==> src/rtl/mmacc_pkg.sv <==
`timescale 1ns / 1ps
// ----------------------------------------------------------------------------
// mmacc_pkg: shared types, codes and microcode for the modulation matrix
// Holds the item and control structs, operation and condition codes, and
// the read-only control store that sequences one item.
// ----------------------------------------------------------------------------
package mmacc_pkg;

  // Destination table size
  localparam int NUM_DESTS = 16;
  localparam int DEST_AW   = (NUM_DESTS > 1) ? $clog2(NUM_DESTS) : 1;
  localparam int VALUE_W   = 14;
  localparam logic [VALUE_W-1:0] VALUE_MAX = 14'd16383;

  // Item modes
  localparam logic [1:0] MODE_LOAD  = 2'd0;
  localparam logic [1:0] MODE_ROUTE = 2'd1;

  // Datapath operations
  localparam logic [2:0] OP_NOP       = 3'd0;
  localparam logic [2:0] OP_WHEEL     = 3'd1;
  localparam logic [2:0] OP_ADD_MUL   = 3'd2;
  localparam logic [2:0] OP_ADD_CLIP  = 3'd3;
  localparam logic [2:0] OP_VCA_PREP  = 3'd4;
  localparam logic [2:0] OP_VCA_BLEND = 3'd5;
  localparam logic [2:0] OP_VCA_SCALE = 3'd6;
  localparam logic [2:0] OP_FIN       = 3'd7;

  // Jump conditions
  localparam logic [1:0] C_NEXT      = 2'd0;
  localparam logic [1:0] C_ALWAYS    = 2'd1;
  localparam logic [1:0] C_NOT_ROUTE = 2'd2;
  localparam logic [1:0] C_IS_VCA    = 2'd3;

  // Program steps
  localparam int STEP_W = 3;
  localparam logic [STEP_W-1:0] STEP_ENTRY = 3'd0;
  localparam logic [STEP_W-1:0] STEP_VPREP = 3'd3;
  localparam logic [STEP_W-1:0] STEP_FIN   = 3'd6;

  // Magnitude at which the VCA source is used unblended
  localparam logic [5:0] MAG_FULL = 6'd63;
  // 255 * 255, base of the blend toward full scale
  localparam logic [15:0] BLEND_BASE = 16'd65025;

  typedef struct packed {
    logic [1:0]         mode;
    logic [3:0]         dest_index;
    logic [13:0]        load_value;
    logic [7:0]         mod_source;
    logic               ac_coupled;
    logic signed [6:0]  amount;
    logic               scale_by_wheel;
    logic [7:0]         wheel;
  } item_t;

  typedef struct packed {
    logic [2:0]        op;
    logic [1:0]        cond;
    logic [STEP_W-1:0] target;
    logic              last;
  } cw_t;

  typedef struct packed {
    logic [2:0] op;
    logic       fire;
  } ctl_t;

  typedef struct packed {
    logic route;
    logic vca;
  } stat_t;

  // Control store: one word per step
  function automatic cw_t ucode_rom(input logic [STEP_W-1:0] step);
    cw_t cw;
    case (step)
      3'd0: cw = '{op: OP_WHEEL,     cond: C_NOT_ROUTE, target: STEP_FIN,   last: 1'b0};
      3'd1: cw = '{op: OP_ADD_MUL,   cond: C_IS_VCA,    target: STEP_VPREP, last: 1'b0};
      3'd2: cw = '{op: OP_ADD_CLIP,  cond: C_ALWAYS,    target: STEP_FIN,   last: 1'b0};
      3'd3: cw = '{op: OP_VCA_PREP,  cond: C_NEXT,      target: STEP_ENTRY, last: 1'b0};
      3'd4: cw = '{op: OP_VCA_BLEND, cond: C_NEXT,      target: STEP_ENTRY, last: 1'b0};
      3'd5: cw = '{op: OP_VCA_SCALE, cond: C_NEXT,      target: STEP_ENTRY, last: 1'b0};
      3'd6: cw = '{op: OP_FIN,       cond: C_NEXT,      target: STEP_ENTRY, last: 1'b1};
      default: cw = '{op: OP_NOP,    cond: C_ALWAYS,    target: STEP_FIN,   last: 1'b0};
    endcase
    return cw;
  endfunction

endpackage

==> src/rtl/modulation_matrix_accumulator_unit.sv <==
`timescale 1ns / 1ps
// ----------------------------------------------------------------------------
// modulation_matrix_accumulator_unit: microcoded modulation matrix engine
// Loads, routes into and reads back a table of destination values and a
// multiplicative VCA level, one item at a time.
//
//   channel | direction | handshake          | payload
//   --------+-----------+--------------------+--------------------------------
//   in_     | input     | in_valid/in_stall  | mode, dest, load, source, amount
//   out_    | output    | out_valid/out_stall| result_value, is_vca
//   cfg_    | input     | cfg_valid/cfg_ready| vca_dest
//
// An accepted item keeps the input stalled through its steps: wheel, then
// multiply and add-clip on an additive routing or multiply, VCA prep, blend
// and scale on a VCA routing (neither on a load or read), then final. Steps
// run one per cycle on one shared multiplier; a stalled output holds the
// sequencer in its final step. The result is presented on the next cycle,
// which can also take a new item, even while a finished result waits. Reset
// clears the sequencer, the output valid and vca_dest and holds the input
// stalled; table entries and the VCA level hold garbage until loaded.
// ----------------------------------------------------------------------------
module modulation_matrix_accumulator_unit (
  input  logic                clk,
  input  logic                rst_n,
  input  logic                in_valid,
  output logic                in_stall,
  input  logic [1:0]          in_mode,
  input  logic [3:0]          in_dest_index,
  input  logic [13:0]         in_load_value,
  input  logic [7:0]          in_mod_source,
  input  logic                in_ac_coupled,
  input  logic signed [6:0]   in_amount,
  input  logic                in_scale_by_wheel,
  input  logic [7:0]          in_wheel,
  output logic                out_valid,
  input  logic                out_stall,
  output logic [13:0]         out_result_value,
  output logic                out_is_vca,
  input  logic                cfg_valid,
  output logic                cfg_ready,
  input  logic [3:0]          cfg_vca_dest
);
  import mmacc_pkg::*;

  logic                busy_r;
  logic [STEP_W-1:0]   step_r;
  logic                out_valid_r;
  logic [VALUE_W-1:0]  out_result_r;
  logic                out_is_vca_r;
  logic [3:0]          vca_dest_r;

  cw_t                 cw;
  ctl_t                ctl;
  stat_t               stat;
  item_t               item_in;
  logic [VALUE_W-1:0]  fin_value;
  logic                accept;
  logic                fire;
  logic                take;
  logic [STEP_W-1:0]   step_nxt;

  assign in_stall  = busy_r || !rst_n;
  assign cfg_ready = !busy_r && rst_n;
  assign accept    = in_valid && !in_stall;
  assign out_valid = out_valid_r;
  assign out_result_value = out_result_r;
  assign out_is_vca = out_is_vca_r;

  assign item_in = '{mode: in_mode, dest_index: in_dest_index, load_value: in_load_value,
                     mod_source: in_mod_source, ac_coupled: in_ac_coupled,
                     amount: in_amount, scale_by_wheel: in_scale_by_wheel,
                     wheel: in_wheel};

  // Fetch the control word; hold the final step while the output is full
  assign cw   = ucode_rom(step_r);
  assign fire = busy_r && !(cw.last && out_valid_r && out_stall);
  assign ctl  = '{op: cw.op, fire: fire};

  // Resolve the jump condition
  always_comb begin
    case (cw.cond)
      C_NEXT:      take = 1'b0;
      C_ALWAYS:    take = 1'b1;
      C_NOT_ROUTE: take = !stat.route;
      C_IS_VCA:    take = stat.vca;
      default:     take = 1'b0;
    endcase
    step_nxt = take ? cw.target : step_r + 1'b1;
  end

  mmacc_datapath u_datapath (
    .clk       (clk),
    .item_load (accept),
    .item_in   (item_in),
    .ctl       (ctl),
    .vca_dest  (vca_dest_r),
    .stat      (stat),
    .fin_value (fin_value)
  );

  // Sequencer, output valid and configuration register
  always_ff @(posedge clk) begin
    if (!rst_n) begin
      busy_r      <= 1'b0;
      step_r      <= STEP_ENTRY;
      out_valid_r <= 1'b0;
      vca_dest_r  <= '0;
    end else begin
      if (accept) begin
        busy_r <= 1'b1;
        step_r <= STEP_ENTRY;
      end else if (fire) begin
        if (cw.last) begin
          busy_r <= 1'b0;
          step_r <= STEP_ENTRY;
        end else begin
          step_r <= step_nxt;
        end
      end
      if (fire && cw.last) begin
        out_valid_r <= 1'b1;
      end else if (out_valid_r && !out_stall) begin
        out_valid_r <= 1'b0;
      end
      if (cfg_valid && cfg_ready) begin
        vca_dest_r <= cfg_vca_dest;
      end
    end
  end

  // Capture the result on the final step
  always_ff @(posedge clk) begin
    if (fire && cw.last) begin
      out_result_r <= fin_value;
      out_is_vca_r <= stat.vca;
    end
  end

  // The program counter rests at entry whenever the sequencer is idle
  a_idle_entry: assert property (@(posedge clk) disable iff (!rst_n)
    !busy_r |-> step_r == STEP_ENTRY)
    else $error("sequencer idle away from entry step");

  // The final step always hands a result to the output register
  a_fin_transfer: assert property (@(posedge clk) disable iff (!rst_n)
    fire && cw.last |=> out_valid_r && !busy_r)
    else $error("final step did not produce a result");

  // The program never runs past its final step
  a_step_range: assert property (@(posedge clk) disable iff (!rst_n)
    busy_r |-> step_r <= STEP_FIN)
    else $error("step counter beyond program");

  // A VCA result is an 8-bit level
  a_vca_width: assert property (@(posedge clk) disable iff (!rst_n)
    out_valid_r && out_is_vca_r |-> out_result_r[13:8] == 6'd0)
    else $error("VCA result exceeds 8 bits");

endmodule

==> src/rtl/mmacc_datapath.sv <==
`timescale 1ns / 1ps
// ----------------------------------------------------------------------------
// mmacc_datapath: shared multiplier, destination table and VCA level
// Executes one microcode operation per cycle, when fired, on the latched item.
// ----------------------------------------------------------------------------
module mmacc_datapath (
  input  logic                         clk,
  input  logic                         item_load,
  input  mmacc_pkg::item_t             item_in,
  input  mmacc_pkg::ctl_t              ctl,
  input  logic [3:0]                   vca_dest,
  output mmacc_pkg::stat_t             stat,
  output logic [mmacc_pkg::VALUE_W-1:0] fin_value
);
  import mmacc_pkg::*;

  item_t               item_r;
  logic signed [6:0]   amt_r;
  logic signed [19:0]  acc_r;
  logic [7:0]          src_r;
  logic [7:0]          vca_r;
  logic [VALUE_W-1:0]  dest_r [NUM_DESTS];

  logic signed [9:0]   mul_a;
  logic signed [9:0]   mul_b;
  logic signed [19:0]  prod;
  logic                is_vca;
  logic                in_table;
  logic [DEST_AW-1:0]  addr;
  logic [VALUE_W-1:0]  dest_rd;
  logic [6:0]          amt_abs;
  logic [5:0]          mag;
  logic [7:0]          src_inv;
  logic signed [9:0]   src_dir;
  logic signed [20:0]  sum;
  logic [VALUE_W-1:0]  clip_val;
  logic [15:0]         blend;
  logic                tbl_we;
  logic [VALUE_W-1:0]  tbl_wdata;

  // Decode the addressed destination
  assign is_vca   = (item_r.dest_index == vca_dest);
  assign in_table = ({3'b000, item_r.dest_index} < 7'(NUM_DESTS));
  assign addr     = DEST_AW'(item_r.dest_index);
  assign dest_rd  = dest_r[addr];
  assign stat     = '{route: (item_r.mode == MODE_ROUTE), vca: is_vca};

  // VCA source shaping: invert for negative amounts, saturate magnitude
  assign amt_abs = amt_r[6] ? 7'(-amt_r) : amt_r;
  assign mag     = amt_abs[6] ? MAG_FULL : amt_abs[5:0];
  assign src_inv = amt_r[6] ? ~item_r.mod_source : item_r.mod_source;
  assign src_dir = item_r.ac_coupled ? ($signed({2'b00, item_r.mod_source}) - 10'sd128)
                                     : $signed({2'b00, item_r.mod_source});
  assign blend   = BLEND_BASE - acc_r[15:0];

  // Select multiplier operands for the current step
  always_comb begin
    mul_a = '0;
    mul_b = '0;
    case (ctl.op)
      OP_WHEEL: begin
        mul_a = 10'(item_r.amount);
        mul_b = $signed({2'b00, item_r.wheel});
      end
      OP_ADD_MUL: begin
        mul_a = 10'(amt_r);
        mul_b = src_dir;
      end
      OP_VCA_PREP: begin
        mul_a = $signed({2'b00, mag, 2'b00});
        mul_b = $signed({2'b00, ~src_inv});
      end
      OP_VCA_SCALE: begin
        mul_a = $signed({2'b00, vca_r});
        mul_b = $signed({2'b00, src_r});
      end
      default: begin
        mul_a = '0;
        mul_b = '0;
      end
    endcase
  end

  assign prod = mul_a * mul_b;

  // Accumulate into the destination and clip to the value range
  always_comb begin
    sum = 21'($signed({1'b0, dest_rd})) + 21'(acc_r);
    if (sum < 0) begin
      clip_val = '0;
    end else if (sum > 21'sd16383) begin
      clip_val = VALUE_MAX;
    end else begin
      clip_val = sum[VALUE_W-1:0];
    end
  end

  // Table write port
  always_comb begin
    tbl_we    = 1'b0;
    tbl_wdata = clip_val;
    if (ctl.fire && in_table && !is_vca) begin
      if (ctl.op == OP_ADD_CLIP) begin
        tbl_we = 1'b1;
      end else if (ctl.op == OP_FIN && item_r.mode == MODE_LOAD) begin
        tbl_we    = 1'b1;
        tbl_wdata = item_r.load_value;
      end
    end
  end

  always_ff @(posedge clk) begin
    if (tbl_we) begin
      dest_r[addr] <= tbl_wdata;
    end
  end

  // Latch the item and run the working registers
  always_ff @(posedge clk) begin
    if (item_load) begin
      item_r <= item_in;
    end
    if (ctl.fire) begin
      case (ctl.op)
        OP_WHEEL: begin
          amt_r <= item_r.scale_by_wheel ? prod[14:8] : item_r.amount;
        end
        OP_ADD_MUL: begin
          acc_r <= prod;
        end
        OP_VCA_PREP: begin
          acc_r <= prod;
          src_r <= src_inv;
        end
        OP_VCA_BLEND: begin
          if (mag != MAG_FULL) begin
            src_r <= blend[15:8];
          end
        end
        OP_VCA_SCALE: begin
          vca_r <= prod[15:8];
        end
        OP_FIN: begin
          if (is_vca && item_r.mode == MODE_LOAD) begin
            vca_r <= item_r.load_value[7:0];
          end
        end
        default: begin
        end
      endcase
    end
  end

  // Result of the item, valid during the final step
  always_comb begin
    if (item_r.mode == MODE_LOAD) begin
      fin_value = is_vca ? {6'b0, item_r.load_value[7:0]}
                         : (in_table ? item_r.load_value : '0);
    end else begin
      fin_value = is_vca ? {6'b0, vca_r} : (in_table ? dest_rd : '0);
    end
  end

endmodule
==> config.mk <==
export PLATFORM = sky130hd
export DESIGN_NAME = modulation_matrix_accumulator_unit
export DESIGN_NICKNAME = d
export VERILOG_FILES = /design/src/rtl/mmacc_pkg.sv /design/src/rtl/modulation_matrix_accumulator_unit.sv /design/src/rtl/mmacc_datapath.sv
export SDC_FILE = /design/constraint.sdc
export NUM_CORES = 1
export LEC_CHECK = 0
export BUFFER_PORTS_ARGS = -buffer_cell sky130_fd_sc_hd__buf_2
export CELL_PAD_IN_SITES_DETAIL_PLACEMENT = 0
export CELL_PAD_IN_SITES_GLOBAL_PLACEMENT = 1
export CORE_ASPECT_RATIO = 0.5
export CORE_UTILIZATION = 55
export DETAILED_ROUTE_END_ITERATION = 16
export PLACE_DENSITY = 0.85
export SYNTH_ARGS = -nofsm -noshare
export SYNTH_HDL_FRONTEND = slang
export SYNTH_SLANG_ARGS = --single-unit
==> constraint.sdc <==
create_clock -name clk -period 12.05 [get_ports clk]
set_input_delay 1.205 -clock clk [delete_from_list [all_inputs] [get_ports clk]]
set_output_delay 1.205 -clock clk [all_outputs]
set_load 0.005 [all_outputs]
### Yosys cells after proc, flatten, opt, wreduce, memory -nomap -nowiden

Memory sizes are Yosys's and may differ from the RTL's. A register that Yosys moved wholly into a read port is not among the register bits.
Index checks and enable logic that the tools add are counted.
Widths: inputs -> output; s select.

| cells by class | value |
|---|---|
| bitwise gates (word level) | 3 |
| $lt $le $gt $ge | 2 |
| div/mod/pow operators | 0 |
| add/sub/neg operators | 5 |
| equal/unequal tests | 21 |
| reduce and logical (&&, ||, !) cells | 34 |
| shifts and indexed selects | 0 |
| multiplexer cells | 34 |
| multipliers | 1 |

Operators by type and width:

| operator | count |
|---|---|
| $mux 14 | 8 |
| $pmux 10 s4 | 2 |
| $pmux 9 s7 | 1 |
| $pmux 8 s2 | 2 |
| $mux 8 | 3 |
| $add 15x20->21 | 1 |
| $eq 3x3->1 const B | 7 |
| $gt 21x15->1 const B | 1 |
| $lt 21x1->1 const B | 1 |
| $mul 10x10->20 | 1 |
| $not 8->8 | 2 |
| $sub 16x16->16 const A | 1 |
| $mux 7 | 2 |
| $eq 3x2->1 const B | 4 |
| $logic_and 1x1->1 | 11 |
| $mux 1 | 10 |
| $mux 10 | 1 |
| $reduce_bool 2->1 | 5 |
| $sub 8x8->9 const B | 1 |
| $logic_not 1->1 | 7 |
| $neg 7->7 | 1 |
| $eq 3x1->1 const B | 2 |
| $mux 3 | 2 |
| $mux 6 | 1 |
| other kinds (16) | 23 |

| storage, ports and cells | value |
|---|---|
| bits of input ports | 54 |
| flip-flop bits (word level) | 112 |
| bits in writable memories | 224 |
| output and inout port bits | 18 |
| memories kept | 1 |
| word-level logic and storage cells | 119 |
| memory bits (read-only) | 0 |
| bits in latches | 0 |

Memory list:

| name | words | width | rd ports | clocked after memory_dff | write ports | RTL line | source |
|---|---|---|---|---|---|---|---|
| u_datapath.dest_r | 16 | 14 | 1 | 1 | 1 | mmacc_datapath.sv:22 | `logic [VALUE_W-1:0] dest_r [NUM_DESTS];` |

### Logic depth before layout (Yosys ltp)

Gate-level depths: netlist of run 1.

| logic depth | value |
|---|---|
| depth in word-level cells | 10 |
| gate-level depth with buffers | 30 |
| depth with buffers taken out | 27 |

### By module

A second synthesis of run 1 with hierarchy kept.

| unflattened totals | value |
|---|---|
| cell total of the unflattened synthesis | 1302 |
| area, all modules | 18510.3 um^2 |

By module, submodules not included:

| module | area each (um^2) | cells an instance | sequential area each (um^2) | times used |
|---|---|---|---|---|
| mmacc_datapath | 17443.0 | 1219 | 9449.1 | 1 |
| modulation_matrix_accumulator_unit | 1067.3 | 83 | 630.6 | 1 |

### Worst setup path before layout of run 1

OpenSTA, ideal clock, no wires.

| timing path | value |
|---|---|
| path type | register to register |
| start point | reg step_r[1] |
| end point | reg u_datapath.vca_r[7] (data pin) |
| stages on the path, launching flop included | 29 |
| library setup time | 0.169 ns |
| path buffers | 3 |
| data arrival time | 6.820 ns |
| setup slack | 5.060 ns |
| period minus slack after synthesis | 6.990 ns |
| path through | dfxtp_1 > inv_1 > ha_1 > buf_2 > nor2_2 > and3_1 > buf_2 > nand2_1 > o21ai_1 > a21oi_1 > clkbuf_1 > or3_1 > fa_1 > inv_1 > fa_1 > inv_1 > fa_1 > inv_1 > fa_1 > inv_1 > fa_1 > inv_1 > ha_1 > or2_2 > a21oi_1 > a211oi_1 > or4_1 > and3_1 > o31ai_1 |

| on the way | value |
|---|---|
| word-level cells in the longest chain between the ends | 6 |

Ends and longest elaborated chain:

| item | RTL line | source |
|---|---|---|
| start, declared | modulation_matrix_accumulator_unit.sv:46 | `logic [STEP_W-1:0] step_r;` |
| start signal, assigned | modulation_matrix_accumulator_unit.sv:117 | `step_r <= step_nxt;` |
| $eq 3x3->1 (tied with other cells) | mmacc_pkg.sv:77 | `case (step)` |
| $pmux 9 s7 * | mmacc_pkg.sv:77 |  |
| $eq 3x3->1 (tied with other cells) | mmacc_datapath.sv:60, mmacc_datapath.sv:124 |  |
| $pmux 10 s4 | mmacc_datapath.sv:60 | `case (ctl.op)` |
| $mul 10x10->20 | mmacc_datapath.sv:84 | `assign prod = mul_a * mul_b;` |
| $pmux 8 s2 * | mmacc_datapath.sv:124 | `case (ctl.op)` |
| end signal, assigned | mmacc_datapath.sv:141 | `vca_r <= prod[15:8];` |
| end signal, assigned | mmacc_datapath.sv:145 | `vca_r <= item_r.load_value[7:0];` |
| end, declared | mmacc_datapath.sv:21 | `logic [7:0] vca_r;` |

Mark *: on every way between the ends. The rest lies on a longest branch, timed or not.
A chain may end at the register's enable or synchronous reset.

### Worst setup path after layout of run 1

Ends and elaborated chain as after synthesis.

==> out/metrics.yaml, run 1 <==
sta:
  timing.hold.ws_ns: 0.5471
  layout_setup_ws_ns: 3.739
  worst_slew_pin_slew_ns: 1.307
  max_slew_margin: 0.1246
  skew_ns: 0.05058
  min_period_ns: 8.311
  setup_tns_ns: 0
  max_freq_mhz: 120.3
  finalHoldViolCount: 0
  grt_setup_unrepaired: "false"
  finalCritPeriodShare: 0.6897
  final-setup-viol-count: 0
  slew_violations: 0
yosys:
  synthesis.yosys.warnings: 0
  synth.distinct_cells: 78
  ys.flop_type: "edfxtp_1"
  synth_area_mm2: 0.01883
  yosysTopAreaCell: "edfxtp_1"
  synthArstFlopShare: 0
  synth-edff-count: 327
  syn_nets: 1577
  yosysTopAreaCellShare: 0.5214
  yosysMostFrequentCell: "edfxtp_1"
  yosysSeqAreaShare: 0.5352
  synth_area_leaders: "edfxtp_1 (52%), fa_1 (9.4%), mux4_2 (8.4%)"
  synth-seq-cells: 340
  synth_common_cells: "edfxtp_1 (327), inv_1 (136), nor2_1 (92)"
  syn_inst: 1366
  synth.avg_cell_area_um2: 13.79
drt:
  vias_per_cell: 6.145
  initialDrtViolationCount: 1231
  first_pass_iters: 6
  drt-total-wl_um: 45910
  num_vias: 11660
  wl_per_cell_um: 24.20
  drc: 0
  ant_nets: 0
placement:
  place_ws_ns: 3.798
  gp_congestion: 0.9419
  dp_hpwl_um: 31130
  port_buffers: 71
clocking:
  post_cts_resized: 0
  cts_setup_buffers: 0
  htreeDepth: 1
  cts_buffer_depth: 3
  cts_buffers: 30
  cts_root_buffer: "clkbuf_16"
  clkSlewWorstSetupHoldPaths_ns: 0.06
  cts_tree: "done"
  cts_hold_buf: 0
  insertion_delay_ns: 0.60
  cts_sinks: 340
setup_path:
  worstSetupStartpointType: "flip-flop"
  reg2reg_depth: 25
  cp.arrival_ns: 8.70
  cp_max_fo: 18
  path_class: "reg2reg"
  endpoint_kind: "flip-flop"
  rrSetupSlack_ns: 3.74
  required_ns: 12.44
  r2r-end: "u_datapath.vca_r[7]"
  rr_startpoint: "step_r[1]"
die:
  core.rowCount: 47
  die_height_um: 132.8
  die_area_mm2: 0.03503
  pin_count: 72
  start_util: 0.5638
  fp.coreArea_mm2: 0.03340
  die_width_um: 263.7
layout:
  syn_to_final_growth_pct: 10.09
  n_antenna_cell: 0
  drive_above_1_share: 0.1923
  fin_nets: 1643
global_routing:
  grt_first_pass_wirelength_um: 71290
  antenna_found_initial: 0
  track_usage: 0.2720
  grt_pass1_vias: 12070
  grt_max_degree: 57
  grt_overflow: 0
hold_path:
  holdCritStartpoint: "vca_dest_r[2]"
  holdPathStages: 2
  hp-class: "reg2reg"
  hold-path-endpoint: "vca_dest_r[2]"
run:
  cap_violations: 0
pwr:
  leakage_nw: 7.686
  vdd_ir_drop_max_v: 0.0001464
  powerDensity_mw_per_mm2: 239.4
  finalPower_mw: 4.964
status:
  outcome: "completed"
[metal layers]
metal  GRT usage  up-vias  routed length (um)
li1            -     5169                   -
met1      0.3798     5885               18970
met2      0.4442      512               22120
met3     0.04411       92                3577
met4     0.08155        0                1237
met5           0        -                   0
[where the power goes]
part	internal, mW	switching (mW)
clock	0.549	0.438
combinational	0.974	1.51
sequential	1.45	0.0422
total	2.98	1.99
[stage by stage]
step,instance area (um^2),utilization,cells
2_1_floorplan,18830,-,1366
3_3_place_gp,19710,0.5900,1841
3_5_place_dp,19710,0.5900,1841
4_1_cts,20710,0.6202,1897
5_1_grt,20730,0.6207,1897
6_report,20730,0.6207,1897
[cell type report]
type | instances | area (um^2)
clock buffers | 37 | 777.0
fillers | 2498 | 12670
flip-flops and latches | 340 | 10080
inverters | 136 | 510.5
clock inverters | 19 | 230.2
repair buffers | 86 | 467.9
well taps | 441 | 551.8
multi-input cells | 838 | 8112
[how the worst max path moves through the flow]
stage / start / end / slack, ns / depth (start not counted)
detailed placement: step_r[1] / u_datapath.vca_r[7] / 3.80 / 25
finish: step_r[1] / u_datapath.vca_r[7] / 3.74 / 25
CTS: step_r[1] / u_datapath.vca_r[7] / 3.77 / 25
floorplan: step_r[1] / u_datapath.vca_r[7] / 5.06 / 28
global route: step_r[1] / u_datapath.vca_r[7] / 3.18 / 25
global placement: step_r[1] / u_datapath.vca_r[7] / 4.11 / 25
[cell families (layout without fill, tap and decap cells)]
kind of cell / count (synthesis) / count (layout) / share of synthesized area
AO/OA/AOI/OAI: 195 / 195 / 0.07089
XOR/XNOR: 51 / 51 / 0.02372
adder cells (fa/ha/maj): 157 / 157 / 0.1394
buffers and inverters: 188 / 278 / 0.03973
flip-flops: 340 / 340 / 0.5352
multiplexers: 106 / 106 / 0.1042
AND/OR/NAND/NOR: 329 / 329 / 0.08683
[cells in the final DEF, fill, tap and decap left out, types with 30 or more instances in the layout]
| master | n |
|---|---|
| o21ai_0 | 38 |
| inv_1 | 135 |
| edfxtp_1 | 327 |
| nand2_1 | 77 |
| ha_1 | 69 |
| buf_2 | 71 |
| fa_1 | 88 |
| a21oi_1 | 47 |
| nor2_1 | 80 |
| clkbuf_16 | 30 |
| mux4_2 | 70 |
[critical path: stages (launching register included)]
cell and delay, ns:
dfxtp_1 0.48, inv_1 0.16, ha_1 0.44, nor2_2 0.32
and3_1 0.71, nand2_1 0.12, o21ai_1 0.28, a21oi_1 0.28
or3_1 0.48, fa_1 0.51, inv_1 0.05, fa_1 0.49
inv_1 0.05, fa_1 0.49, inv_1 0.06, fa_1 0.53
inv_1 0.06, fa_1 0.55, inv_1 0.05, ha_1 0.33
or2_2 0.30, a21oi_1 0.24, a211oi_1 0.11, or4_1 0.58
and3_1 0.22, o31ai_1 0.23
[state kept, by name, summed over array words and instances (netlist names), 7 cells and up, named ones only]
| name | flops |
|---|---|
| u_datapath.amt_r | 7 |
| u_datapath.dest_r | 224 |
| u_datapath.vca_r | 8 |
| u_datapath.acc_r | 20 |
| out_result_value | 14 |
| u_datapath.item_r | 41 |
| u_datapath.src_r | 8 |
Power figures use the tool's default switching activity.
==> run 2, diff against run 1 <==
CORE_UTILIZATION = 53   (was 55)
PLACE_DENSITY = 0.82   (was 0.85)
clock period = 7.98 ns   (was 12.05 ns; I/O delays follow)
==> run 2 against run 1 <==
Against the previous run: cell area up 0.43%; count of clock-buffer cells in the layout rose by 6; utilization is 2.1 points lower; sequential cell count stayed put; highest routed layer unchanged; non-clock buffer count grew 16; setup slack worse by 3.4 ns; largest power group unchanged; wire length is 2.9% lower.
==> out/metrics.yaml, run 2 (synthesized netlist as in run 1, its figures left out) <==
global_routing:
  grt_max_degree: 46
  grt_pass1_vias: 11690
  antenna_found_initial: 0
  grt_first_pass_wirelength_um: 69560
  track_usage: 0.2572
  grt_overflow: 0
pwr:
  leakage_nw: 7.738
  powerDensity_mw_per_mm2: 354.1
  vdd_ir_drop_max_v: 0.0002477
  finalPower_mw: 7.373
setup_path:
  reg2reg_depth: 26
  rr_startpoint: "step_r[1]"
  crit_top_cell: "inv_1"
  r2r-end: "u_datapath.vca_r[7]"
  cp.arrival_ns: 8.04
  endpoint_kind: "flip-flop"
  path_class: "reg2reg"
  required_ns: 8.38
  rrSetupSlack_ns: 0.34
  startpoint: "step_r[1]"
  crit_slowest_cell: "or4_1"
  worstSetupStartpointType: "flip-flop"
  endpoint: "u_datapath.vca_r[7]"
  cp_max_fo: 9
  slowest_delay_ns: 0.58
drt:
  wl_per_cell_um: 22.91
  drt-total-wl_um: 44580
  ant_nets: 0
  initialDrtViolationCount: 1106
  num_vias: 11470
  drc: 0
  vias_per_cell: 5.892
  first_pass_iters: 7
clocking:
  cts_hold_buf: 0
  clkSlewWorstSetupHoldPaths_ns: 0.07
  insertion_delay_ns: 0.60
  cts_root_buffer: "clkbuf_16"
  cts_sinks: 340
  cts_buffer_depth: 3
  cts_buffers: 30
  htreeDepth: 1
  cts_tree: "done"
layout:
  filler_cell_count: 2722
  syn_to_final_growth_pct: 10.56
  largest_reg_flops: 224
  final_cell_mix: "edfxtp_1 (327), inv_1 (135), fa_1 (88)"
  final_common_cell: "edfxtp_1"
  final_cells: 1946
  drive_above_1_share: 0.2019
  fin_nets: 1659
  final_core_util: 0.5998
  largest_registers: "u_datapath.dest_r x224, u_datapath.item_r x41, u_datapath.acc_r x20"
  n_antenna_cell: 0
  top_register: "u_datapath.dest_r"
sta:
  finalHoldViolCount: 0
  grt_setup_unrepaired: "false"
  skew_ns: 0.04206
  max_freq_mhz: 130.8
  min_period_ns: 7.644
  setup_tns_ns: 0
  finalCritPeriodShare: 0.9579
  slew_violations: 0
  worst_slew_pin_slew_ns: 1.460
  max_slew_margin: 0.02229
  final-setup-viol-count: 0
die:
  die_height_um: 135.3
  pin_count: 72
  fp.coreArea_mm2: 0.03471
  die_width_um: 268.6
  start_util: 0.5425
  die_area_mm2: 0.03634
  core.rowCount: 48
placement:
  gp_congestion: 0.9290
  dp.cells: 1888
  dp_hpwl_um: 31530
  port_buffers: 71
status:
  outcome: "completed"
hold_path:
  holdCritStartpoint: "in_load_value[6]"
  hp-class: "in2reg"
run:
  cap_violations: 0
[run 2: worst min-delay path by stage]
stage / slack [ns] / cells past startpoint / endpoint
floorplan: 0.50 / 2 / vca_dest_r[0]
global placement: 0.53 / 2 / vca_dest_r[0]
detailed placement: 0.54 / 2 / vca_dest_r[2]
CTS: 0.35 / 1 / u_datapath.item_r[31]
global route: 0.35 / 1 / u_datapath.item_r[25]
finish: 0.37 / 1 / u_datapath.item_r[31]
[run 2: cell type report]
| class | count | area [um^2] | share of cell area |
|---|---|---|---|
| Inverter | 136 | 510.5 | 0.02452 |
| Timing Repair Buffer | 102 | 588.1 | 0.02824 |
| Sequential cell | 340 | 10090 | 0.4844 |
| Tap cell | 475 | 594.3 | 0.02854 |
| Clock buffer | 43 | 862.1 | 0.04140 |
| Multi-Input combinational cell | 838 | 8104 | 0.3892 |
| Clock inverter | 12 | 77.57 | 0.003726 |
[run 2: report_power, final]
| group | total [mW] | internal [mW] | switching (mW) |
|---|---|---|---|
| registers | 2.26 | 2.20 | 0.0675 |
| clock network | 1.40 | 0.752 | 0.650 |
| logic | 3.71 | 1.49 | 2.22 |
[run 2: repair_timing]
| item | 4_1_cts | 5_1_grt |
|---|---|---|
| setup endpoints to repair | 0 | 11 |
| setup buffers | 0 | 3 |
| resized for setup | 0 | 5 |
[run 2: metrics by stage]
step	worst slack [ns]	hold slack [ns]	cell area, um^2
2_1_floorplan	0.9902	0.5030	18830
3_3_place_gp	0.4458	0.5297	19830
3_5_place_dp	0.2371	0.5402	19830
4_1_cts	0.1528	0.3484	20770
5_1_grt	0.002186	0.3471	20820
6_report	0.3359	0.3665	20820
[run 2: routing by layer]
metal  up-vias  global-route usage  wire length [um]
li1       5189                   -                 -
met1      5789              0.3673             19400
met2       409              0.4192             21250
met3        78             0.04180              2998
met4         0             0.05587               925
met5         -                   0                 0
[run 2: critical path, delay by kind of cell, from the launching register on]
kind	cells	cell delay [ns]
flip-flops	1	0.43
buffers and inverters	6	0.40
adder cells (fa/ha/maj)	7	3.24
AND/OR/NAND/NOR	7	2.16
AO/OA/AOI/OAI	6	1.26
